`config.mk`:
```
export PLATFORM = sky130hd
export DESIGN_NAME = abc_note_event_parser_unit
export DESIGN_NICKNAME = d
export VERILOG_FILES = /design/src/hw/rtl/abcp_pkg.sv /design/src/hw/rtl/abcp_div.sv /design/src/hw/rtl/abcp_dp.sv /design/src/hw/rtl/abcp_ctrl.sv /design/src/hw/rtl/abc_note_event_parser_unit.sv
export SDC_FILE = /design/constraint.sdc
export NUM_CORES = 1
export LEC_CHECK = 0
export ABC_AREA = 0
export BUFFER_PORTS_ARGS = -buffer_cell sky130_fd_sc_hd__buf_2
export CELL_PAD_IN_SITES_DETAIL_PLACEMENT = 0
export CELL_PAD_IN_SITES_GLOBAL_PLACEMENT = 1
export CORE_ASPECT_RATIO = 1.2
export CORE_MARGIN = 5
export CORE_UTILIZATION = 45
export CTS_BUF_LIST = sky130_fd_sc_hd__clkbuf_8
export DETAILED_ROUTE_END_ITERATION = 7
export GPL_ROUTABILITY_DRIVEN = 0
export GPL_TIMING_DRIVEN = 0
export HOLD_SLACK_MARGIN = 0.15
export PLACE_DENSITY_LB_ADDON = 0.1
export SETUP_SLACK_MARGIN = 0.05
export SLEW_MARGIN = 20
export SYNTH_ARGS = -nofsm -noshare
export SYNTH_HDL_FRONTEND = slang
export SYNTH_HIERARCHICAL = 1
export SYNTH_SLANG_ARGS = --single-unit
```
`constraint.sdc`:
```
create_clock -name aclk -period 8.6 [get_ports aclk]
set_input_delay 0.43 -clock aclk [delete_from_list [all_inputs] [get_ports aclk]]
set_output_delay 0.43 -clock aclk [all_outputs]
set_load 0.01 [all_outputs]
```
`src/hw/rtl/abcp_pkg.sv`:
```
`default_nettype none

package abcp_pkg;

    // Parse position inside the text
    typedef enum logic [3:0] {
        PH_IDLE,
        PH_DUR_START,
        PH_NUM,
        PH_DENOM,
        PH_TIE_CHECK,
        PH_TIE_BAR,
        PH_TIE_NOTE,
        PH_CHORD
    } phase_t;

    // Sequencer steps spent on one item
    typedef enum logic [2:0] {
        SQ_IN,
        SQ_DECODE,
        SQ_DIV,
        SQ_TIE,
        SQ_CHORD_OUT
    } seq_t;

    typedef enum logic [1:0] {
        KIND_NOTE,
        KIND_REST,
        KIND_CHORD,
        KIND_ERROR
    } kind_t;

    typedef enum logic [1:0] {
        ERR_NONE,
        ERR_BYTE,
        ERR_ZERO_DIV,
        ERR_EARLY_END
    } err_t;

    typedef enum logic [2:0] {
        TERM_HOLD,
        TERM_ONE,
        TERM_HALF,
        TERM_NUM,
        TERM_NUM_HALF,
        TERM_DIV
    } term_sel_t;

    typedef enum logic [1:0] {
        EMIT_NONE,
        EMIT_EVENT,
        EMIT_ERROR,
        EMIT_CHORD
    } emit_sel_t;

    // Most chord notes ever stored
    localparam int CHORD_SLOTS = 4;

    typedef struct packed {
        logic eot;
        logic letter;
        logic rest;
        logic open;
        logic close;
        logic slash;
        logic dash;
        logic bar;
        logic digit;
        logic zero;
        logic skip;
    } byte_class_t;

    typedef struct packed {
        byte_class_t cls;
        logic        pend_chord;
        logic        div_busy;
        logic        chord_empty;
        logic        chord_last;
        logic        out_free;
    } dp_status_t;

    typedef struct packed {
        logic      in_load;
        logic      clear;
        logic      start_event;
        kind_t     start_kind;
        logic      chord_add;
        logic      num_load;
        term_sel_t term_sel;
        logic      div_start;
        logic      tie_add;
        emit_sel_t emit;
        err_t      err;
        logic      idx_clr;
        logic      idx_inc;
    } dp_cmd_t;

endpackage

`default_nettype wire

```
`src/hw/rtl/abcp_div.sv`:
```
`default_nettype none

// Restoring divider, one quotient bit per cycle, one-digit divisor.
module abcp_div #(
    parameter int DW = 12
) (
    input  wire logic          aclk,
    input  wire logic          aresetn,
    input  wire logic          start,
    input  wire logic [DW-1:0] dividend,
    input  wire logic [3:0]    divisor,
    output logic               busy,
    output logic [DW-1:0]      quotient
);

    localparam int CNT_W = $clog2(DW + 1);

    logic [CNT_W-1:0] cnt_reg, cnt_next;
    logic [DW-1:0]    qd_reg, qd_next;
    logic [3:0]       rem_reg, rem_next;
    logic [3:0]       dvs_reg;
    logic [4:0]       rem_sh;
    logic [4:0]       rem_sub;
    logic             ge;

    assign busy     = (cnt_reg != '0);
    assign quotient = qd_reg;

    always_comb begin
        rem_sh  = {rem_reg, qd_reg[DW-1]};
        ge      = (rem_sh >= {1'b0, dvs_reg});
        rem_sub = rem_sh - {1'b0, dvs_reg};
        rem_next = ge ? rem_sub[3:0] : rem_sh[3:0];
        qd_next  = {qd_reg[DW-2:0], ge};
        cnt_next = cnt_reg - 1'b1;
    end

    always_ff @(posedge aclk) begin
        if (!aresetn) begin
            cnt_reg <= '0;
        end else if (start) begin
            cnt_reg <= CNT_W'(DW);
        end else if (busy) begin
            cnt_reg <= cnt_next;
        end
    end

    always_ff @(posedge aclk) begin
        if (start) begin
            qd_reg  <= dividend;
            rem_reg <= '0;
            dvs_reg <= divisor;
        end else if (busy) begin
            qd_reg  <= qd_next;
            rem_reg <= rem_next;
        end
    end

endmodule

`default_nettype wire

```
`src/hw/rtl/abcp_dp.sv`:
```
`default_nettype none

module abcp_dp
    import abcp_pkg::*;
#(
    parameter int FRAC_BITS   = 8,
    parameter int CHORD_DEPTH = 4
) (
    input  wire logic       aclk,
    input  wire logic       aresetn,
    input  wire logic [7:0] in_ch,
    input  wire logic       in_eot,
    input  wire dp_cmd_t    cmd,
    output dp_status_t      st,
    input  wire logic       out_ready,
    output logic            out_valid,
    output logic [1:0]      out_kind,
    output logic [2:0]      out_pitch,
    output logic [2:0]      out_octave,
    output logic [15:0]     out_duration,
    output logic [1:0]      out_err,
    output logic            out_last
);

    localparam int DIV_W = 4 + FRAC_BITS;
    localparam int IDX_W = (CHORD_DEPTH > 1) ? $clog2(CHORD_DEPTH) : 1;

    localparam logic [15:0] DUR_MAX   = 16'hFFFF;
    localparam logic [7:0]  CASE_MASK = 8'd95;
    localparam logic [7:0]  CH_UP_A   = 8'h41;
    localparam logic [7:0]  CH_UP_G   = 8'h47;
    localparam logic [7:0]  CH_LO_A   = 8'h61;
    localparam logic [7:0]  CH_LO_G   = 8'h67;
    localparam logic [7:0]  CH_REST_U = 8'h5A;
    localparam logic [7:0]  CH_REST_L = 8'h7A;
    localparam logic [7:0]  CH_OPEN   = 8'h5B;
    localparam logic [7:0]  CH_CLOSE  = 8'h5D;
    localparam logic [7:0]  CH_SLASH  = 8'h2F;
    localparam logic [7:0]  CH_DASH   = 8'h2D;
    localparam logic [7:0]  CH_BAR    = 8'h7C;
    localparam logic [7:0]  CH_COLON  = 8'h3A;
    localparam logic [7:0]  CH_SPACE  = 8'h20;
    localparam logic [7:0]  CH_TAB    = 8'h09;
    localparam logic [7:0]  CH_NL     = 8'h0A;
    localparam logic [7:0]  CH_ZERO   = 8'h30;
    localparam logic [7:0]  CH_NINE   = 8'h39;
    localparam logic [2:0]  OCT_UPPER = 3'd4;
    localparam logic [2:0]  OCT_LOWER = 3'd5;

    function automatic logic [15:0] sat16(input logic [31:0] v);
        return (v > {16'd0, DUR_MAX}) ? DUR_MAX : v[15:0];
    endfunction

    logic [7:0]       ch_reg;
    logic             eot_reg;
    kind_t            kind_reg;
    logic [3:0]       pitch_reg;
    logic [3:0]       num_reg;
    logic [15:0]      sum_reg;
    logic [15:0]      term_reg;
    logic [2:0]       count_reg;
    logic [IDX_W-1:0] idx_reg;
    logic [3:0]       chord_mem [CHORD_DEPTH];

    logic             valid_reg;
    kind_t            okind_reg;
    logic [2:0]       opitch_reg;
    logic [2:0]       ooct_reg;
    logic [15:0]      odur_reg;
    err_t             oerr_reg;
    logic             olast_reg;

    logic [7:0]       masked_diff;
    logic [3:0]       pitch_code;
    logic [16:0]      sum_wide;
    logic [15:0]      total;
    logic [15:0]      one_unit;
    logic [15:0]      term_next;
    logic             div_busy;
    logic [DIV_W-1:0] div_q;
    logic             chord_last;

    assign chord_last = ((3'(idx_reg) + 3'd1) == count_reg);

    // byte class and status
    always_comb begin
        st.cls.eot    = eot_reg;
        st.cls.letter = ((ch_reg >= CH_LO_A) && (ch_reg <= CH_LO_G))
                     || ((ch_reg >= CH_UP_A) && (ch_reg <= CH_UP_G));
        st.cls.rest   = (ch_reg == CH_REST_L) || (ch_reg == CH_REST_U);
        st.cls.open   = (ch_reg == CH_OPEN);
        st.cls.close  = (ch_reg == CH_CLOSE);
        st.cls.slash  = (ch_reg == CH_SLASH);
        st.cls.dash   = (ch_reg == CH_DASH);
        st.cls.bar    = (ch_reg == CH_BAR);
        st.cls.digit  = (ch_reg >= CH_ZERO) && (ch_reg <= CH_NINE);
        st.cls.zero   = (ch_reg == CH_ZERO);
        st.cls.skip   = (ch_reg == CH_SPACE) || (ch_reg == CH_BAR) || (ch_reg == CH_TAB)
                     || (ch_reg == CH_NL) || (ch_reg == CH_COLON);
        st.pend_chord  = (kind_reg == KIND_CHORD);
        st.div_busy    = div_busy;
        st.chord_empty = (count_reg == 3'd0);
        st.chord_last  = chord_last;
        st.out_free    = !valid_reg || out_ready;
    end

    // letter code in bits 2..0, lower case flag in bit 3
    always_comb begin
        masked_diff = (ch_reg & CASE_MASK) - CH_UP_A;
        pitch_code  = {ch_reg[5], masked_diff[2:0]};
    end

    always_comb begin
        sum_wide = {1'b0, sum_reg} + {1'b0, term_reg};
        total    = sum_wide[16] ? DUR_MAX : sum_wide[15:0];
        one_unit = sat16(32'd1 << FRAC_BITS);
    end

    always_comb begin
        case (cmd.term_sel)
            TERM_ONE:      term_next = one_unit;
            TERM_HALF:     term_next = sat16(32'd1 << (FRAC_BITS - 1));
            TERM_NUM:      term_next = sat16(32'(num_reg) << FRAC_BITS);
            TERM_NUM_HALF: term_next = sat16(32'(num_reg) << (FRAC_BITS - 1));
            TERM_DIV:      term_next = sat16(32'(div_q));
            default:       term_next = term_reg;
        endcase
    end

    abcp_div #(
        .DW(DIV_W)
    ) u_div (
        .aclk     (aclk),
        .aresetn  (aresetn),
        .start    (cmd.div_start),
        .dividend ({num_reg, {FRAC_BITS{1'b0}}}),
        .divisor  (ch_reg[3:0]),
        .busy     (div_busy),
        .quotient (div_q)
    );

    always_ff @(posedge aclk) begin
        if (cmd.in_load) begin
            ch_reg  <= in_ch;
            eot_reg <= in_eot;
        end
    end

    // pending event
    always_ff @(posedge aclk) begin
        if (cmd.clear) begin
            kind_reg  <= KIND_NOTE;
            pitch_reg <= '0;
            num_reg   <= '0;
            sum_reg   <= '0;
            term_reg  <= one_unit;
        end else if (cmd.start_event) begin
            kind_reg  <= cmd.start_kind;
            pitch_reg <= st.cls.letter ? pitch_code : 4'd0;
            sum_reg   <= '0;
            term_reg  <= one_unit;
        end else if (cmd.tie_add) begin
            sum_reg   <= total;
            term_reg  <= one_unit;
        end else begin
            term_reg  <= term_next;
            if (cmd.num_load) begin
                num_reg <= ch_reg[3:0];
            end
        end
    end

    always_ff @(posedge aclk) begin
        if (!aresetn) begin
            count_reg <= '0;
        end else if (cmd.clear) begin
            count_reg <= '0;
        end else if (cmd.chord_add && (count_reg < 3'(CHORD_DEPTH))) begin
            count_reg <= count_reg + 3'd1;
        end
    end

    always_ff @(posedge aclk) begin
        if (cmd.chord_add && (count_reg < 3'(CHORD_DEPTH))) begin
            chord_mem[count_reg[IDX_W-1:0]] <= pitch_code;
        end
    end

    always_ff @(posedge aclk) begin
        if (cmd.idx_clr) begin
            idx_reg <= '0;
        end else if (cmd.idx_inc) begin
            idx_reg <= idx_reg + 1'b1;
        end
    end

    // output register
    always_ff @(posedge aclk) begin
        if (!aresetn) begin
            valid_reg <= 1'b0;
        end else if (cmd.emit != EMIT_NONE) begin
            valid_reg <= 1'b1;
        end else if (out_ready) begin
            valid_reg <= 1'b0;
        end
    end

    always_ff @(posedge aclk) begin
        case (cmd.emit)
            EMIT_EVENT: begin
                okind_reg  <= kind_reg;
                opitch_reg <= (kind_reg == KIND_NOTE) ? pitch_reg[2:0] : 3'd0;
                ooct_reg   <= (kind_reg != KIND_NOTE) ? 3'd0
                            : (pitch_reg[3] ? OCT_LOWER : OCT_UPPER);
                odur_reg   <= total;
                oerr_reg   <= ERR_NONE;
                olast_reg  <= 1'b1;
            end
            EMIT_ERROR: begin
                okind_reg  <= KIND_ERROR;
                opitch_reg <= 3'd0;
                ooct_reg   <= 3'd0;
                odur_reg   <= '0;
                oerr_reg   <= cmd.err;
                olast_reg  <= 1'b1;
            end
            EMIT_CHORD: begin
                okind_reg  <= KIND_CHORD;
                opitch_reg <= chord_mem[idx_reg][2:0];
                ooct_reg   <= chord_mem[idx_reg][3] ? OCT_LOWER : OCT_UPPER;
                odur_reg   <= sum_reg;
                oerr_reg   <= ERR_NONE;
                olast_reg  <= chord_last;
            end
            default: ;
        endcase
    end

    assign out_valid    = valid_reg;
    assign out_kind     = okind_reg;
    assign out_pitch    = opitch_reg;
    assign out_octave   = ooct_reg;
    assign out_duration = odur_reg;
    assign out_err      = oerr_reg;
    assign out_last     = olast_reg;

endmodule

`default_nettype wire

```
`src/hw/rtl/abcp_ctrl.sv`:
```
`default_nettype none

module abcp_ctrl
    import abcp_pkg::*;
(
    input  wire logic       aclk,
    input  wire logic       aresetn,
    input  wire logic       s_tvalid,
    output logic            s_tready,
    input  wire dp_status_t st,
    output dp_cmd_t         cmd
);

    seq_t        seq_reg, seq_next;
    phase_t      phase_reg, phase_next;
    byte_class_t cls;
    err_t        dec_err;
    logic        tie_emit;
    logic        need_out;
    logic        hold;

    assign cls = st.cls;

    // error raised by the byte in the decode step
    always_comb begin
        dec_err = ERR_NONE;
        if (cls.eot) begin
            if (phase_reg inside {PH_DENOM, PH_TIE_BAR, PH_TIE_NOTE, PH_CHORD}) begin
                dec_err = ERR_EARLY_END;
            end
        end else begin
            case (phase_reg)
                PH_IDLE: begin
                    if (!(cls.letter || cls.rest || cls.open || cls.skip)) begin
                        dec_err = ERR_BYTE;
                    end
                end
                PH_DENOM: begin
                    if (cls.digit && cls.zero) begin
                        dec_err = ERR_ZERO_DIV;
                    end
                end
                PH_CHORD: begin
                    if (!(cls.letter || cls.close)) begin
                        dec_err = ERR_BYTE;
                    end
                end
                default: ;
            endcase
        end
    end

    always_comb begin
        tie_emit = !(!cls.eot && cls.dash) && !st.pend_chord;
        need_out = ((seq_reg == SQ_DECODE) && (dec_err != ERR_NONE))
                || ((seq_reg == SQ_TIE) && tie_emit)
                || (seq_reg == SQ_CHORD_OUT);
        hold     = need_out && !st.out_free;
    end

    // next state
    always_comb begin
        seq_next   = seq_reg;
        phase_next = phase_reg;
        if (!hold) begin
            unique case (seq_reg)
                SQ_IN: begin
                    if (s_tvalid) begin
                        seq_next = SQ_DECODE;
                    end
                end
                SQ_DECODE: begin
                    seq_next = SQ_IN;
                    if (dec_err != ERR_NONE) begin
                        phase_next = PH_IDLE;
                    end else if (cls.eot) begin
                        if (phase_reg inside {PH_DUR_START, PH_NUM, PH_TIE_CHECK}) begin
                            seq_next = SQ_TIE;
                        end
                    end else begin
                        unique case (phase_reg)
                            PH_IDLE: begin
                                if (cls.letter || cls.rest) begin
                                    phase_next = PH_DUR_START;
                                end else if (cls.open) begin
                                    phase_next = PH_CHORD;
                                end
                            end
                            PH_DUR_START: begin
                                if (cls.slash) begin
                                    phase_next = PH_TIE_CHECK;
                                end else if (cls.digit) begin
                                    phase_next = PH_NUM;
                                end else begin
                                    seq_next = SQ_TIE;
                                end
                            end
                            PH_NUM: begin
                                if (cls.slash) begin
                                    phase_next = PH_DENOM;
                                end else begin
                                    seq_next = SQ_TIE;
                                end
                            end
                            PH_DENOM: begin
                                seq_next = cls.digit ? SQ_DIV : SQ_TIE;
                            end
                            PH_TIE_CHECK: begin
                                seq_next = SQ_TIE;
                            end
                            PH_TIE_BAR: begin
                                phase_next = cls.bar ? PH_TIE_NOTE : PH_DUR_START;
                            end
                            PH_TIE_NOTE: begin
                                phase_next = PH_DUR_START;
                            end
                            PH_CHORD: begin
                                if (cls.letter) begin
                                    phase_next = PH_DUR_START;
                                end else if (st.chord_empty) begin
                                    phase_next = PH_IDLE;
                                end else begin
                                    seq_next = SQ_CHORD_OUT;
                                end
                            end
                            default: begin
                                phase_next = PH_IDLE;
                            end
                        endcase
                    end
                end
                SQ_DIV: begin
                    if (!st.div_busy) begin
                        phase_next = PH_TIE_CHECK;
                        seq_next   = SQ_IN;
                    end
                end
                SQ_TIE: begin
                    if (!cls.eot && cls.dash) begin
                        phase_next = PH_TIE_BAR;
                        seq_next   = SQ_IN;
                    end else begin
                        // event complete: run the same byte again from the new phase
                        phase_next = st.pend_chord ? PH_CHORD : PH_IDLE;
                        seq_next   = SQ_DECODE;
                    end
                end
                SQ_CHORD_OUT: begin
                    if (st.chord_last) begin
                        phase_next = PH_IDLE;
                        seq_next   = SQ_IN;
                    end
                end
                default: begin
                    seq_next = SQ_IN;
                end
            endcase
        end
    end

    // commands
    always_comb begin
        cmd      = '0;
        s_tready = 1'b0;
        unique case (seq_reg)
            SQ_IN: begin
                s_tready    = 1'b1;
                cmd.in_load = s_tvalid;
            end
            SQ_DECODE: begin
                if (!hold) begin
                    if (dec_err != ERR_NONE) begin
                        cmd.emit  = EMIT_ERROR;
                        cmd.err   = dec_err;
                        cmd.clear = 1'b1;
                    end else if (cls.eot) begin
                        if (phase_reg == PH_DUR_START) begin
                            cmd.term_sel = TERM_ONE;
                        end else if (phase_reg == PH_NUM) begin
                            cmd.term_sel = TERM_NUM;
                        end
                    end else begin
                        case (phase_reg)
                            PH_IDLE: begin
                                if (cls.letter) begin
                                    cmd.start_event = 1'b1;
                                    cmd.start_kind  = KIND_NOTE;
                                end else if (cls.rest) begin
                                    cmd.start_event = 1'b1;
                                    cmd.start_kind  = KIND_REST;
                                end else if (cls.open) begin
                                    cmd.clear = 1'b1;
                                end
                            end
                            PH_DUR_START: begin
                                if (cls.slash) begin
                                    cmd.term_sel = TERM_HALF;
                                end else if (cls.digit) begin
                                    cmd.num_load = 1'b1;
                                end else begin
                                    cmd.term_sel = TERM_ONE;
                                end
                            end
                            PH_NUM: begin
                                if (!cls.slash) begin
                                    cmd.term_sel = TERM_NUM;
                                end
                            end
                            PH_DENOM: begin
                                if (cls.digit) begin
                                    cmd.div_start = 1'b1;
                                end else begin
                                    cmd.term_sel = TERM_NUM_HALF;
                                end
                            end
                            PH_CHORD: begin
                                if (cls.letter) begin
                                    cmd.chord_add   = 1'b1;
                                    cmd.start_event = 1'b1;
                                    cmd.start_kind  = KIND_CHORD;
                                end else if (st.chord_empty) begin
                                    cmd.clear = 1'b1;
                                end else begin
                                    cmd.idx_clr = 1'b1;
                                end
                            end
                            default: ;
                        endcase
                    end
                end
            end
            SQ_DIV: begin
                if (!st.div_busy) begin
                    cmd.term_sel = TERM_DIV;
                end
            end
            SQ_TIE: begin
                if (!hold) begin
                    if (tie_emit) begin
                        cmd.emit  = EMIT_EVENT;
                        cmd.clear = 1'b1;
                    end else begin
                        // tie or chord note: fold term into the sum
                        cmd.tie_add = 1'b1;
                    end
                end
            end
            SQ_CHORD_OUT: begin
                if (!hold) begin
                    cmd.emit = EMIT_CHORD;
                    if (st.chord_last) begin
                        cmd.clear = 1'b1;
                    end else begin
                        cmd.idx_inc = 1'b1;
                    end
                end
            end
            default: ;
        endcase
    end

    always_ff @(posedge aclk) begin
        if (!aresetn) begin
            seq_reg   <= SQ_IN;
            phase_reg <= PH_IDLE;
        end else begin
            seq_reg   <= seq_next;
            phase_reg <= phase_next;
        end
    end

    a_emit_into_free_reg: assert property (@(posedge aclk) disable iff (!aresetn)
        (cmd.emit != EMIT_NONE) |-> st.out_free)
        else $error("result loaded while output register still full");

    a_accept_then_decode: assert property (@(posedge aclk) disable iff (!aresetn)
        (s_tvalid && s_tready) |=> (seq_reg == SQ_DECODE))
        else $error("accepted item not decoded next cycle");

    a_chord_out_phase: assert property (@(posedge aclk) disable iff (!aresetn)
        (seq_reg == SQ_CHORD_OUT) |-> ((phase_reg == PH_CHORD) && !st.chord_empty))
        else $error("chord output outside a nonempty chord");

    a_div_done: assert property (@(posedge aclk) disable iff (!aresetn)
        ((seq_reg == SQ_DIV) && !st.div_busy)
        |=> ((seq_reg == SQ_IN) && (phase_reg == PH_TIE_CHECK)))
        else $error("divide completion did not return to input");

endmodule

`default_nettype wire

```
`src/hw/rtl/abc_note_event_parser_unit.sv`:
```
`default_nettype none

// ABC note event parser. Takes ABC text one byte per input item (s_tdata) or an
// end-of-text marker (s_tuser) and emits note, rest, chord member and error items.
// An event goes out once the following byte (or end of text) shows it is complete;
// durations are unsigned fixed point with DUR_FRAC_BITS fraction bits, saturating
// at 0xFFFF. A chord emits one item per stored note (at most min(MAX_CHORD_NOTES, 4)),
// all with the last parsed duration, tlast on the final one. Errors (unexpected
// byte, zero divisor, early end) give one error item and parsing returns to idle.
// Sequencing: one item at a time through a controller and datapath. Most bytes go
// through an accept step and a decode step; a tie dash adds a tie step, and a byte
// (or end of text) that completes an event adds the tie step and is then parsed
// again from the new phase. A divisor digit runs the bit-serial divider, one
// quotient bit per cycle, before the phase moves on. A chord close emits its stored
// notes one per chord-output step; an empty chord emits nothing. Any cycle that must
// load a result waits while the output register is full and not being taken; the
// next byte is still accepted while a result waits.
module abc_note_event_parser_unit
    import abcp_pkg::*;
#(
    parameter int MAX_CHORD_NOTES = 4,
    parameter int DUR_FRAC_BITS   = 8
) (
    input  wire logic        aclk,
    input  wire logic        aresetn,
    input  wire logic        s_tvalid,
    output logic             s_tready,
    input  wire logic [7:0]  s_tdata,   // [7:0] ch
    input  wire logic        s_tuser,   // [0] end_of_text
    output logic             m_tvalid,
    input  wire logic        m_tready,
    output logic [23:0]      m_tdata,   // [2:0] pitch_letter, [5:3] octave,
                                        // [21:6] duration, [23:22] error_code
    output logic [1:0]       m_tuser,   // [1:0] kind
    output logic             m_tlast    // last
);

    // stored chord notes
    localparam int CHORD_DEPTH = (MAX_CHORD_NOTES < CHORD_SLOTS) ? MAX_CHORD_NOTES
                                                                  : CHORD_SLOTS;

    dp_cmd_t     cmd;
    dp_status_t  st;
    logic [1:0]  out_kind;
    logic [2:0]  out_pitch;
    logic [2:0]  out_octave;
    logic [15:0] out_duration;
    logic [1:0]  out_err;

    abcp_ctrl u_ctrl (
        .aclk     (aclk),
        .aresetn  (aresetn),
        .s_tvalid (s_tvalid),
        .s_tready (s_tready),
        .st       (st),
        .cmd      (cmd)
    );

    abcp_dp #(
        .FRAC_BITS   (DUR_FRAC_BITS),
        .CHORD_DEPTH (CHORD_DEPTH)
    ) u_dp (
        .aclk         (aclk),
        .aresetn      (aresetn),
        .in_ch        (s_tdata),
        .in_eot       (s_tuser),
        .cmd          (cmd),
        .st           (st),
        .out_ready    (m_tready),
        .out_valid    (m_tvalid),
        .out_kind     (out_kind),
        .out_pitch    (out_pitch),
        .out_octave   (out_octave),
        .out_duration (out_duration),
        .out_err      (out_err),
        .out_last     (m_tlast)
    );

    // result packing, first field in the low bits
    assign m_tdata = {out_err, out_duration, out_octave, out_pitch};
    assign m_tuser = out_kind;

endmodule

`default_nettype wire

```
==> impl_results.md <==
- Status: finished, final reports clean
- Post-synth ARST share: 0%
- Worst IR Drop VDD: 202 uV
- Drt drc: 0
- Fillers: 1502
- Post-detail-place hpwl: 12.9 mm
- Clk sinks: 127
- Crit. Startpoint: u_dp/ch_reg[3]$_DFFE_PP_
- Vias per cell: 5.57
- Clock latency on the worst-skew pair: 0.44 ns
- NumNets Final: 823
- Lkg Pwr: 3.10 nW
- Setup TNS: 0 ns
- Mapped Area: 0.00705 sq mm
- Tot GR Track Use: 19.1%
- Vias in the first global route: 5434
- Synth warnings: 6
- Hold WS: 0.322 ns
- Number of CTS-inserted buffers: 17
- Synth Register Bits: 127
- Tightest Hold Check Type: in2reg
- Post_cts resized: 0
- RSZ-0062 raised after global routing: false
- Post-CTS setup buffers: 0
- Maximum clock frequency: 192 MHz
- Grt ovf: 0
- Starting Density: 45.4%
- Clock tree root driver cell: clkbuf_8
- Post-Synthesis Cells: 704
- Worst clock skew: 0.00993 ns
- Post-synthesis sequential area ratio: 45.6%
- Crit end category: flop
- Slew Limit Fails: 0
- Tcrit/Tclk final: 60.5%
- Die height: 147 um
- Clock transition at the registers of the reported paths: 0.08 ns
- Worst Setup Path Type: reg2reg
- CORE AREA: 0.0155 sq mm
- Number of buffers added on ports: 40
- Die ar.: 0.0183 sq mm
- Highest-count cells in the layout ignoring fill and taps: 78 x nor2_1, 67 x edfxtp_1, 60 x dfxtp_1, 45 x a21oi_1, 44 x buf_2
- Startpoint types: flop
- Pre-antenna DRT Iters: 5
- Max_cap viols: 0
- Post-synth EDFFs: 67
- Cts hold-fix bufs: 9
- I/O pin cnt: 42
- Antenna-violating nets left: 0
- First-pass GRT wire length: 28.2 mm
- Internal reg-to-reg setup slack: 3.39 ns
- Most common cell after layout, fill and taps aside: nor2_1
- Distinct cells, synth: 92
- CP Data Required Time: 8.68 ns
- Crit path arrival time: 5.28 ns
- R2r worst-path depth: 11
- CP Capture Point: u_dp/u_div/quotient[11]$_DFFE_PP_
- Total power: 0.00187 W
- Largest net degree at the start of global routing: 27
- CTS tree: yes
- Total number of vias: 5575
- CP Max Fanout: 13
- Routed wire per std cell: 17.3 um
- Longest Clk Path Bufs: 2
- # diodes: 0
- Final wirelength: 17.3 mm
- Worst-margin pin slew: 1.08 ns
- Reg2reg start: u_dp/ch_reg[3]$_DFFE_PP_
- Worst reg2reg endpoint: u_dp/u_div/quotient[11]$_DFFE_PP_
- Layout cells sized above 1: 17.2%
- Area grow syn2layout: 14.6%
- 1st-iter DRT viols: 373
- Pwr/cell area: 232 mW/mm^2
- Die width: 124 um
- Worst rel slew slack: 27.7%
- Count of final setup violators: 0
- Site Rows: 50
- Fin crit period: 5.21 ns
- Top FF cell, synth: edfxtp_1
- H-tree depth: 4
- Final Hold Viols: 0
- Avg Cell Area, Syn: 10.0 sq um
- Initial antenna violation count: 0
cell type report:
cell class | instances | area [sq um] | area share (%)
multi-input combinational | 514 | 3490 | 43.2
sequential | 127 | 3210 | 39.8
timing repair buffer | 49 | 290 | 3.60
buffer | 43 | 265 | 3.29
clock buffer | 19 | 262 | 3.24
tap | 208 | 260 | 3.22
clock inverter | 13 | 184 | 2.28
inverter | 28 | 108 | 1.33
synth_stat cells (all sizes together) (3+ instances only):
master   number  area, sq um
a2111oi       3         32.5
a211oi        8         65.1
a21boi        4         30.0
a21o          9         67.6
a21oi        49          275
a222oi        3         30.0
a22oi        13         97.6
a311oi        3         26.3
a31o          3         26.3
a31oi        10         62.6
a41oi         4         35.0
and2          9         56.3
and3          4         25.0
buf          11         76.3
clkbuf       31          178
dfxtp        60         1200
edfxtp       67         2010
ha           28          350
inv          28          108
mux2         13          146
mux2i        13          130
mux4          4         90.1
nand2        28          108
nand2b       12         82.6
nand3        29          150
nand3b        3         22.5
nand4         8         65.1
nor2         80          305
nor2b        14         95.1
nor3         24          120
nor3b         7         63.8
o21a          6         45.0
o21ai        41          209
o31ai         3         22.5
or2           6         40.0
or3           6         42.5
xnor2        10         87.6
xor2          9         78.8
report_power, final:
part / internal (W) / switching, W
combinational: 0.000210 / 0.000295
sequential: 0.000743 / 0.0000456
clock: 0.000332 / 0.000249
routing by layer:
layer  track usage, %  part of all wire (%)
met2             31.5                    49
met4             7.62                   2.0
met5                0                     0
met1             24.7                    46
met3             3.89                   3.6
worst max-delay path: stages, from the launching register on:
cell and delay (ns):
edfxtp_1 0.53, or4b_2 0.71, a21oi_1 0.85, nor4bb_1 0.17, o21ai_2 0.30, nand4_4 0.20
or3_1 0.40, buf_6 0.15, nor3_1 0.54, buf_2 0.38, inv_1 0.17, nand2_1 0.44
how the worst min path moves through the flow:
| stage | slack [ns] | depth (start not counted) | startpoint | endpoint |
|---|---|---|---|---|
| 2_1_floorplan | 0.42 | 0 | u_dp/ch_reg[2]$_DFFE_PP_ | u_dp/u_div/dvs_reg[2]$_DFFE_PP_ |
| 3_3_place_gp | 0.44 | 0 | u_dp/ch_reg[2]$_DFFE_PP_ | u_dp/u_div/dvs_reg[2]$_DFFE_PP_ |
| 3_5_place_dp | 0.44 | 0 | u_dp/ch_reg[2]$_DFFE_PP_ | u_dp/u_div/dvs_reg[2]$_DFFE_PP_ |
| 4_1_cts | 0.29 | 2 | aresetn | u_dp/out_valid$_SDFFE_PN0P_ |
| 5_1_grt | 0.29 | 2 | aresetn | u_dp/out_valid$_SDFFE_PN0P_ |
| 6_report | 0.32 | 2 | aresetn | u_dp/out_valid$_SDFFE_PN0P_ |
metrics by stage:
| step | setup slack (ns) | cells | utilization [%] | cell area [sq um] |
|---|---|---|---|---|
| finish | 3.39 | 1001 | 52.0 | 8070 |
| global route | 3.05 | 1001 | 52.0 | 8070 |
| CTS | 3.41 | 1001 | 52.0 | 8070 |
| detailed placement | 3.42 | 960 | 48.6 | 7540 |
| global placement | 3.49 | 960 | 48.6 | 7540 |
| floorplan | 4.48 | 712 | - | 7080 |
cell families after synthesis:
kind of cell / after synthesis / synth area share [%]
buffers and inverters: 71 / 5.29
flip-flops: 127 / 45.6
XOR/XNOR: 19 / 2.36
other: 1 / 0.0532
AND/OR/NAND/NOR: 246 / 18.7
AO/OA/AOI/OAI: 180 / 17.3
adder cells (fa/ha/maj): 30 / 5.54
multiplexers: 30 / 5.20
(Power assumes the default switching activity.)
